[src/md5sh_pkg.sv]
// shared constants, types and round tables of the md5 stream hasher
package md5sh_pkg;

  localparam int unsigned WordW  = 32;
  localparam int unsigned RoundW = 6;

  localparam logic [WordW-1:0] Iv0 = 32'h67452301;
  localparam logic [WordW-1:0] Iv1 = 32'hEFCDAB89;
  localparam logic [WordW-1:0] Iv2 = 32'h98BADCFE;
  localparam logic [WordW-1:0] Iv3 = 32'h10325476;

  localparam logic [7:0] PadByte = 8'h80;
  localparam logic [5:0] LenPos  = 6'd56;

  typedef struct packed {
    logic [WordW-1:0] a;
    logic [WordW-1:0] b;
    logic [WordW-1:0] c;
    logic [WordW-1:0] d;
  } md5sh_abcd_t;

  localparam md5sh_abcd_t ChainInit = '{a: Iv0, b: Iv1, c: Iv2, d: Iv3};

  function automatic logic [WordW-1:0] sine_k(input logic [RoundW-1:0] i);
    logic [WordW-1:0] k;
    case (i)
      6'd0:  k = 32'hd76aa478;  6'd1:  k = 32'he8c7b756;
      6'd2:  k = 32'h242070db;  6'd3:  k = 32'hc1bdceee;
      6'd4:  k = 32'hf57c0faf;  6'd5:  k = 32'h4787c62a;
      6'd6:  k = 32'ha8304613;  6'd7:  k = 32'hfd469501;
      6'd8:  k = 32'h698098d8;  6'd9:  k = 32'h8b44f7af;
      6'd10: k = 32'hffff5bb1;  6'd11: k = 32'h895cd7be;
      6'd12: k = 32'h6b901122;  6'd13: k = 32'hfd987193;
      6'd14: k = 32'ha679438e;  6'd15: k = 32'h49b40821;
      6'd16: k = 32'hf61e2562;  6'd17: k = 32'hc040b340;
      6'd18: k = 32'h265e5a51;  6'd19: k = 32'he9b6c7aa;
      6'd20: k = 32'hd62f105d;  6'd21: k = 32'h02441453;
      6'd22: k = 32'hd8a1e681;  6'd23: k = 32'he7d3fbc8;
      6'd24: k = 32'h21e1cde6;  6'd25: k = 32'hc33707d6;
      6'd26: k = 32'hf4d50d87;  6'd27: k = 32'h455a14ed;
      6'd28: k = 32'ha9e3e905;  6'd29: k = 32'hfcefa3f8;
      6'd30: k = 32'h676f02d9;  6'd31: k = 32'h8d2a4c8a;
      6'd32: k = 32'hfffa3942;  6'd33: k = 32'h8771f681;
      6'd34: k = 32'h6d9d6122;  6'd35: k = 32'hfde5380c;
      6'd36: k = 32'ha4beea44;  6'd37: k = 32'h4bdecfa9;
      6'd38: k = 32'hf6bb4b60;  6'd39: k = 32'hbebfbc70;
      6'd40: k = 32'h289b7ec6;  6'd41: k = 32'heaa127fa;
      6'd42: k = 32'hd4ef3085;  6'd43: k = 32'h04881d05;
      6'd44: k = 32'hd9d4d039;  6'd45: k = 32'he6db99e5;
      6'd46: k = 32'h1fa27cf8;  6'd47: k = 32'hc4ac5665;
      6'd48: k = 32'hf4292244;  6'd49: k = 32'h432aff97;
      6'd50: k = 32'hab9423a7;  6'd51: k = 32'hfc93a039;
      6'd52: k = 32'h655b59c3;  6'd53: k = 32'h8f0ccc92;
      6'd54: k = 32'hffeff47d;  6'd55: k = 32'h85845dd1;
      6'd56: k = 32'h6fa87e4f;  6'd57: k = 32'hfe2ce6e0;
      6'd58: k = 32'ha3014314;  6'd59: k = 32'h4e0811a1;
      6'd60: k = 32'hf7537e82;  6'd61: k = 32'hbd3af235;
      6'd62: k = 32'h2ad7d2bb;  6'd63: k = 32'heb86d391;
      default: k = '0;
    endcase
    return k;
  endfunction

  // rotate amount depends on the quarter and the round modulo four
  function automatic logic [4:0] rot_s(input logic [RoundW-1:0] i);
    logic [4:0] s;
    case ({i[5:4], i[1:0]})
      4'd0:  s = 5'd7;   4'd1:  s = 5'd12;  4'd2:  s = 5'd17;  4'd3:  s = 5'd22;
      4'd4:  s = 5'd5;   4'd5:  s = 5'd9;   4'd6:  s = 5'd14;  4'd7:  s = 5'd20;
      4'd8:  s = 5'd4;   4'd9:  s = 5'd11;  4'd10: s = 5'd16;  4'd11: s = 5'd23;
      4'd12: s = 5'd6;   4'd13: s = 5'd10;  4'd14: s = 5'd15;  4'd15: s = 5'd21;
      default: s = 5'd7;
    endcase
    return s;
  endfunction

  // message word used by round i
  function automatic logic [3:0] msg_index(input logic [RoundW-1:0] i);
    logic [7:0] t;
    logic [7:0] iw;
    iw = {2'b00, i};
    case (i[5:4])
      2'd0:    t = iw;
      2'd1:    t = iw * 8'd5 + 8'd1;
      2'd2:    t = iw * 8'd3 + 8'd5;
      default: t = iw * 8'd7;
    endcase
    return t[3:0];
  endfunction

endpackage

[src/md5sh_round.sv]
// one md5 round: boolean function, four-term add, rotate and word shuffle
module md5sh_round import md5sh_pkg::*; (
  input  md5sh_abcd_t       cur_i,
  input  logic [RoundW-1:0] round_i,
  input  logic [WordW-1:0]  msg_i,
  output md5sh_abcd_t       nxt_o
);

  logic [WordW-1:0] f;
  logic [WordW-1:0] sum;
  logic [WordW-1:0] rot;
  logic [4:0]       s;

  always_comb begin
    case (round_i[5:4])
      2'd0:    f = (cur_i.b & cur_i.c) | (~cur_i.b & cur_i.d);
      2'd1:    f = (cur_i.d & cur_i.b) | (~cur_i.d & cur_i.c);
      2'd2:    f = cur_i.b ^ cur_i.c ^ cur_i.d;
      default: f = cur_i.c ^ (cur_i.b | ~cur_i.d);
    endcase
    s   = rot_s(round_i);
    sum = cur_i.a + f + sine_k(round_i) + msg_i;
    rot = (sum << s) | (sum >> (6'd32 - {1'b0, s}));
    nxt_o.a = cur_i.d;
    nxt_o.b = cur_i.b + rot;
    nxt_o.c = cur_i.b;
    nxt_o.d = cur_i.c;
  end

endmodule

[src/md5_stream_hasher_unit.sv]
// top level of the md5 stream hasher: byte buffer, sequencer and chaining words
//
//  channel | direction | tdata             | tuser        | tlast
//  s_axis  | in        | data_byte [7:0]   | byte_present | end_of_message
//  m_axis  | out       | digest_word[31:0] | -            | final_word
//
// a request without a completing byte goes through accept and decision only
// a byte that fills the 64-byte block adds a pass of 64 rounds and one chaining add
// end of message adds one or two such passes, then four digest words
// async active-low reset restores the md5 initial words and a zero length
// the input is not ready while a block compresses or the digest drains;
// a stalled digest word holds until taken
module md5_stream_hasher_unit import md5sh_pkg::*; (
  input  logic        clk_i,
  input  logic        rst_ni,
  input  logic        s_axis_tvalid,
  output logic        s_axis_tready,
  input  logic [7:0]  s_axis_tdata,   // [7:0] data_byte
  input  logic        s_axis_tuser,   // [0] byte_present
  input  logic        s_axis_tlast,
  output logic        m_axis_tvalid,
  input  logic        m_axis_tready,
  output logic [31:0] m_axis_tdata,   // [31:0] digest_word
  output logic        m_axis_tlast
);

  localparam logic [2:0] SIdle  = 3'd0;
  localparam logic [2:0] SCheck = 3'd1;
  localparam logic [2:0] SRound = 3'd2;
  localparam logic [2:0] SAdd   = 3'd3;
  localparam logic [2:0] SEmit  = 3'd4;

  // which kind of block the round unit works on
  localparam logic [1:0] PhData = 2'd0;  // full block of message bytes
  localparam logic [1:0] PhPad  = 2'd1;  // padded block without length
  localparam logic [1:0] PhLen  = 2'd2;  // last block carrying the length

  logic [2:0]        state_q, state_d;
  logic [1:0]        phase_q, phase_d;
  logic [RoundW-1:0] round_q, round_d;
  logic [63:0]       total_q, total_d;
  logic [5:0]        fill_q, fill_d;
  logic              mark_q, mark_d;
  logic              present_q, present_d;
  logic              last_q, last_d;
  logic [1:0]        idx_q, idx_d;
  md5sh_abcd_t       chain_q, chain_d;
  md5sh_abcd_t       work_q, work_d;
  md5sh_abcd_t       work_nxt;

  logic [WordW-1:0]  word_q [16];
  logic [3:0]        g;
  logic [WordW-1:0]  raw;
  logic [WordW-1:0]  msg;
  logic [63:0]       bit_len;
  logic              s_acc, m_acc;

  assign s_acc = s_axis_tvalid && s_axis_tready;
  assign m_acc = m_axis_tvalid && m_axis_tready;

  assign s_axis_tready = (state_q == SIdle);
  assign m_axis_tvalid = (state_q == SEmit);
  assign m_axis_tlast  = (idx_q == 2'd3);

  always_comb begin
    case (idx_q)
      2'd0:    m_axis_tdata = chain_q.a;
      2'd1:    m_axis_tdata = chain_q.b;
      2'd2:    m_axis_tdata = chain_q.c;
      default: m_axis_tdata = chain_q.d;
    endcase
  end

  // byte writes into the block buffer
  always_ff @(posedge clk_i) begin
    if (s_acc && s_axis_tuser) begin
      word_q[total_q[5:2]][{total_q[1:0], 3'b000} +: 8] <= s_axis_tdata;
    end
  end

  // message word with padding and length laid over the unwritten bytes
  assign g       = msg_index(round_q);
  assign raw     = word_q[g];
  assign bit_len = {total_q[60:0], 3'b000};

  always_comb begin
    logic [5:0] p;
    p   = '0;
    msg = raw;
    if (phase_q != PhData) begin
      for (int j = 0; j < 4; j++) begin
        p = {g, 2'(j)};
        if (p < fill_q) begin
          msg[8*j +: 8] = raw[8*j +: 8];
        end else if (p == fill_q && mark_q) begin
          msg[8*j +: 8] = PadByte;
        end else begin
          msg[8*j +: 8] = 8'h00;
        end
      end
      if (phase_q == PhLen && g == 4'd14) begin
        msg = bit_len[31:0];
      end else if (phase_q == PhLen && g == 4'd15) begin
        msg = bit_len[63:32];
      end
    end
  end

  md5sh_round u_round (
    .cur_i   (work_q),
    .round_i (round_q),
    .msg_i   (msg),
    .nxt_o   (work_nxt)
  );

  always_comb begin
    state_d   = state_q;
    phase_d   = phase_q;
    round_d   = round_q;
    total_d   = total_q;
    fill_d    = fill_q;
    mark_d    = mark_q;
    present_d = present_q;
    last_d    = last_q;
    idx_d     = idx_q;
    chain_d   = chain_q;
    work_d    = work_q;

    if (state_q == SAdd) begin
      chain_d.a = chain_q.a + work_q.a;
      chain_d.b = chain_q.b + work_q.b;
      chain_d.c = chain_q.c + work_q.c;
      chain_d.d = chain_q.d + work_q.d;
    end

    case (state_q)
      SIdle: begin
        if (s_acc) begin
          present_d = s_axis_tuser;
          last_d    = s_axis_tlast;
          if (s_axis_tuser) begin
            total_d = total_q + 64'd1;
          end
          state_d = SCheck;
        end
      end
      SCheck: begin
        if (present_q && total_q[5:0] == 6'd0) begin
          phase_d = PhData;
          work_d  = chain_q;
          round_d = '0;
          state_d = SRound;
        end else if (last_q) begin
          fill_d  = total_q[5:0];
          mark_d  = 1'b1;
          phase_d = (total_q[5:0] >= LenPos) ? PhPad : PhLen;
          work_d  = chain_q;
          round_d = '0;
          state_d = SRound;
        end else begin
          state_d = SIdle;
        end
      end
      SRound: begin
        work_d  = work_nxt;
        round_d = round_q + 1'b1;
        if (round_q == '1) begin
          state_d = SAdd;
        end
      end
      SAdd: begin
        case (phase_q)
          PhData: begin
            if (last_q) begin
              // block just completed, so padding starts at byte zero
              fill_d  = total_q[5:0];
              mark_d  = 1'b1;
              phase_d = PhLen;
              work_d  = chain_d;
              round_d = '0;
              state_d = SRound;
            end else begin
              state_d = SIdle;
            end
          end
          PhPad: begin
            fill_d  = '0;
            mark_d  = 1'b0;
            phase_d = PhLen;
            work_d  = chain_d;
            round_d = '0;
            state_d = SRound;
          end
          default: begin
            idx_d   = '0;
            state_d = SEmit;
          end
        endcase
      end
      SEmit: begin
        if (m_acc) begin
          idx_d = idx_q + 1'b1;
          if (idx_q == 2'd3) begin
            chain_d = ChainInit;
            total_d = '0;
            state_d = SIdle;
          end
        end
      end
      default: begin
        state_d = SIdle;
      end
    endcase
  end

  always_ff @(posedge clk_i or negedge rst_ni) begin
    if (!rst_ni) begin
      state_q   <= SIdle;
      phase_q   <= PhData;
      round_q   <= '0;
      total_q   <= '0;
      present_q <= 1'b0;
      last_q    <= 1'b0;
      idx_q     <= '0;
      chain_q   <= ChainInit;
    end else begin
      state_q   <= state_d;
      phase_q   <= phase_d;
      round_q   <= round_d;
      total_q   <= total_d;
      present_q <= present_d;
      last_q    <= last_d;
      idx_q     <= idx_d;
      chain_q   <= chain_d;
    end
  end

  always_ff @(posedge clk_i) begin
    fill_q <= fill_d;
    mark_q <= mark_d;
    work_q <= work_d;
  end

endmodule

[config.mk]
export PLATFORM = sky130hd
export DESIGN_NAME = md5_stream_hasher_unit
export DESIGN_NICKNAME = d
export VERILOG_FILES = /design/src/md5sh_pkg.sv /design/src/md5sh_round.sv /design/src/md5_stream_hasher_unit.sv
export SDC_FILE = /design/constraint.sdc
export NUM_CORES = 2
export LEC_CHECK = 0
export ABC_AREA = 1
export BUFFER_PORTS_ARGS = -buffer_cell sky130_fd_sc_hd__buf_2
export CELL_PAD_IN_SITES_DETAIL_PLACEMENT = 1
export CELL_PAD_IN_SITES_GLOBAL_PLACEMENT = 1
export CORE_MARGIN = 10
export CORE_UTILIZATION = 40
export CTS_CLUSTER_DIAMETER = 80
export DETAILED_ROUTE_END_ITERATION = 6
export HOLD_SLACK_MARGIN = 0.1
export PLACE_DENSITY = 0.75
export SETUP_SLACK_MARGIN = 0.4
export SLEW_MARGIN = 20
export SYNTH_ARGS = -nofsm -noshare
export SYNTH_HDL_FRONTEND = slang
export SYNTH_SLANG_ARGS = --single-unit
[constraint.sdc]
create_clock -name clk_i -period 15.2 [get_ports clk_i]
set_input_delay 1.52 -clock clk_i [delete_from_list [all_inputs] [get_ports clk_i]]
set_output_delay 1.52 -clock clk_i [all_outputs]
set_load 0.03 [all_outputs]
# After elaboration in Yosys (flattened, before gate mapping)
# Memory sizes are Yosys's and may differ from the RTL's.
# Index checks and enable logic that the tools add are counted.
[op_classes]
bitwise = 13
n_eq_ne = 28
shift = 4
mul = 3
add_sub_neg = 15
mux = 59
reduce_logical = 29
n_div = 0
n_lt_le_gt_ge = 5
[op_table]
columns = ["operator", "count"]
rows = [
  ["$mux 128", 7],
  ["$pmux 128 s3", 1],
  ["$add 32x32->32", 8],
  ["$mux 64", 4],
  ["$pmux 128 s2", 1],
  ["$pmux 32 s3", 2],
  ["$and 32x32->32", 4],
  ["$mux 32", 4],
  ["$or 32x32->32", 4],
  ["$pmux 64 s2", 1],
  ["$xor 32x32->32", 3],
  ["$add 64x1->64 const B", 1],
  ["$mux 8", 8],
  ["$not 32->32", 2],
  ["$pmux 6 s2", 3],
  ["$shift 8x7->32 const A", 1],
  ["$shiftx 8x7->32", 1],
  ["$shl 32x5->32", 1],
  ["$shr 32x6->32", 1],
  ["$eq 6x6->1", 4],
  ["$lt 6x6->1", 4],
  ["$mux 6", 4],
  ["$pmux 6 s3", 1],
  ["$mux 2", 8],
  ["38 further kinds", 78],
]
[totals]
rom_bits = 2128
mem_bits_rw = 512
mem_count = 3
out_inout_bits = 35
reg_bits = 342
latch_bits = 0
[memory_table]
columns = ["memory", "words", "word_bits", "rd", "rd_clocked_by_memory_dff", "wr", "line_no", "source"]
rows = [
  ["(no name shown)", 64, 32, 1, 0, 0, "md5sh_pkg.sv:26", "case (i)"],
  ["word_q", 16, 32, 1, 0, 1, "md5_stream_hasher_unit.sv:51", "logic [WordW-1:0] word_q [16];"],
  ["(no name shown)", 16, 5, 1, 0, 0, "md5sh_pkg.sv:67", "case ({i[5:4], i[1:0]})"],
]

# Logic depth before layout (Yosys ltp)
[depth]
depth_word = 15
mapped_depth = 83
mapped_depth_nobuf = 82

# Hierarchy
# A second synthesis with hierarchy kept.
[unflattened]
hier_cells = 8432
hier_area_um2 = 62482.4
[by_module_without_submodules]
columns = ["mod", "area_each_um2", "n_inst", "cells_per_inst", "seq_area_each_um2"]
rows = [
  ["md5_stream_hasher_unit", 48381.4, 1, 5829, 24613.6],
  ["md5sh_round", 14101.0, 1, 2603, 0.0],
]

# Worst setup path after synthesis
# OpenSTA, ideal clock, no wires.
[synth_path]
path_type = "flip-flop to flip-flop"
start = "reg round_q[2]"
end = "reg work_q[92] (netlist name), data pin"
stages_incl_launch_ff = 65
arrival_ps = 10510
setup_slack_ps = 4426
path_buffers = 3
t_required_ps = 14936
cell_sequence = "dfrtp_1 > inv_1 > clkbuf_1 > ha_1 > inv_1 > fa_1 > o21ai_0 > nand3_1 > nand2_2 > inv_2 > clkbuf_1 > clkbuf_1 > ha_1 > nand2_1 > inv_1 > nand3_1 > nor2_1 > nand2_1 > [... 29 more ...] > o21ai_0 > inv_1 > o21ai_0 > nand3_1 > nand2_1 > nand2_1 > nand2_1 > nand2_1 > nand2_1 > nand3_1 > nand2_1 > a21oi_1 > o21ai_0 > nand3_1 > nand3_1 > a21oi_1 > o21ai_0 > nand3_1"
[synth_rtl]
columns = ["item", "line_no", "source"]
rows = [
  ["start: declaration", "md5_stream_hasher_unit.sv:40", "logic [RoundW-1:0] round_q, round_d;"],
  ["start signal: assignment", "md5_stream_hasher_unit.sv:229", "round_q <= round_d;"],
  ["end signal: assignment", "md5_stream_hasher_unit.sv:241", "work_q <= work_d;"],
  ["end: declaration", "md5_stream_hasher_unit.sv:48", "md5sh_abcd_t work_q, work_d;"],
]

==> flow_summary_export.csv <==
group,metric,value,unit
outcome,run_status,"completed",
drt,post_drt_wl_per_cell,28.4,microns
sta,clock_skew,86.3,ps
setup_path,critPathBufInv,10,
final_layout,final_nets,6875,
final_layout,design_area,60800,sq um
sta,slew_headroom,16.1,%
yosys,synth_cell_type_count,63,
drt,routed-via-count,52200,
clocking,holdBufCountCts,0,
yosys,synth-seq-cells,851,
floorplan,fp.dieH,392,microns
global_routing,antenna_found_initial,5,
place,io_buffers,48,
setup_path,worstPathMaxFanout,34,
drt,wl_met3,19600,microns
floorplan,ios,49,
setup_path,endpoint_kind,"register",
floorplan,num_rows,136,
yosys,synth_cells,6595,
place,gp_congestion,1.07,
yosys,syn_avg_cell_area,8.39,sq um
setup_path,critPathSlowestCell,"dfrtp_1",
sta,rsz0062_at_grt,"false",
yosys,synth-async-reset-ratio,24.0,%
sta,tns,0,ps
drt,finalWirelength,239000,microns
sta,min_period_over_period,89.2,%
setup_path,path_class,"reg -> reg",
flow_run,drv_cap,0,
yosys,synthTopCellsByArea,"edfxtp_1 (35%), nand2_1 (10%), dfrtp_1 (6.3%)",
clocking,post-cts-setup-buffer-count,0,
drt,wl_met2,107000,microns
drt,drt-initial-drc-count,5600,
worst_hold_path,hold_class,"reg -> reg",
setup_path,slowest_delay,790,ps
yosys,synth_area,55300,sq um
sta,worst_pin_slew,1250,ps
clocking,clk_latency,790,ps
sta,finalSetupViolCount,0,
floorplan,die_x,392,microns
place,hpwl,175000,microns
global_routing,grt_max_degree,132,
drt,drt-met1-wl,97000,microns
clocking,root_buffer,"clkbuf_16",
setup_path,startpoint_type,"register",
yosys,synth_ff_type,"edfxtp_1",
sta,maxSlewViolCount,0,
clocking,cts_tree,"yes",
global_routing,grt_pass1_vias,52900,
yosys,synth_edf_count,647,
setup_path,cp_top_family,"compound AO/OA/AOI/OAI gates",
clocking,ctsResizeCount,0,
yosys,synth_top_area_share,35.1,%
final_layout,drive_above_1_share,7.39,%
floorplan,core_area,137000,sq um
place,place_area,57600,sq um
sta,hold_viol_final,0,
global_routing,grt_overflow,0,
global_routing,grt_pass1_wl,350000,microns
setup_path,r2r_cells,59,
floorplan,start_util,40.2,%
setup_path,worstPathRequired,15670,ps
floorplan,design.die.area,154000,sq um
drt,dr.pass1.iters,6,
drt,via_per_inst,6.21,
yosys,synth_nets,6931,
final_layout,nFillCells,16200,
final_layout,synthToLayoutAreaGrowth,9.83,%
setup_path,worstSetupPathDepth,59,
yosys,ys_warn_count,0,
setup_path,cp.arrival,14030,ps
yosys,ys_seq_area_share,44.5,%
worst_hold_path,min_path_cells,1,
sta,fmax,73.7,MHz
global_routing,grtUsageTotal,30.3,%
drt,antenna_left,0,
clocking,htreeDepth,3,
clocking,cts_sinks,851,
drt,dr.max_layer_used,"met5",
yosys,synth_top_area_cell,"edfxtp_1",
drt,remaining_drc_errors,0,
clocking,clock_tree.buffer_depth,3,
sta,post-route-min-period,13560,ps
clocking,cts_buffers,96,
clocking,clk_transition_reported_paths,60,ps
setup_path,r2r_setup_slack,1640,ps
cell usage after synthesis, types with 16 or more instances:
master	n
xnor2_1	44
dfrtp_1	140
nor3_1	73
fa_1	72
nor2_1	460
o211ai_1	145
nand2_1	1473
buf_1	39
ha_1	250
a211oi_1	57
clkbuf_1	246
dfstp_2	64
o221ai_1	206
edfxtp_1	647
xor2_1	65
nand3_1	529
nand4_1	39
o31ai_1	39
a221oi_1	34
or2_2	45
a21oi_1	449
inv_1	662
buf_2	18
o21a_1	16
o22ai_1	42
inv_2	17
a31oi_1	47
o21ai_0	512
cell usage in the layout (no fill, tap or decap), types with 99 or more instances in the layout:
master	instances
o211ai_1	145
buf_4	99
ha_1	249
nor2_1	432
nand3_1	529
inv_1	657
edfxtp_1	647
a21oi_1	449
o221ai_1	204
dfrtp_1	139
o21ai_0	511
nand2_1	1469
metrics by stage:
step | setup slack (ps) | hold WS, ps | std cells | utilization (%)
2_1_floorplan | 4430 | 453 | 6595 | -
3_3_place_gp | 2410 | 479 | 8235 | 41.9
3_5_place_dp | 2030 | 485 | 8235 | 41.9
4_1_cts | 1960 | 496 | 8413 | 44.2
5_1_grt | 892 | 516 | 8413 | 44.2
6_report | 1640 | 500 | 8416 | 44.2
flip-flops by register name, summed over array words and instances, names as in the netlist:
signal / flops
word_q: 512
chain_q: 128
work_q: 128
total_q: 61
fill_q: 6
round_q: 6
state_q: 3
idx_q: 2
phase_q: 2
last_q: 1
mark_q: 1
present_q: 1
worst paths after layout:
kind	from	end
setup reg to reg	round_q[0]	work_q[92]
hold / removal	total_q[37]	total_q[37]
max in group asynchronous	rst_ni	round_q[0]
setup / recovery	round_q[0]	work_q[92]
hold reg to reg	total_q[37]	total_q[37]
min in group asynchronous	rst_ni	chain_q[18]
cell type report:
cell class / count / area (sq um) / area share, %
multi-input cells: 4755 / 27200 / 44.7
flip-flops and latches: 851 / 24600 / 40.5
inverters: 685 / 2580 / 4.24
clock buffers: 118 / 2480 / 4.09
well taps: 1794 / 2240 / 3.69
repair buffers: 150 / 1050 / 1.73
clock inverters: 60 / 611 / 1.00
diodes: 3 / 7.51 / 0.0124
routing by layer:
layer	up-vias	GRT usage [%]
li1	23100	-
met1	26200	39.4
met2	2398	47.7
met3	566	5.22
met4	2	16.9
met5	-	0
cell families after synthesis:
family                   share of synthesized area [%]
AND/OR/NAND/NOR                                   20.2
adder cells (fa/ha/maj)                           8.26
multiplexers                                     0.271
AO/OA/AOI/OAI                                     18.3
flip-flops                                        44.5
XOR/XNOR                                          1.75
buffers and inverters                             6.76
Power is left out: the tool's default activity adds up to more than one toggle a clock period on the data nets, which glitch-free logic cannot reach.
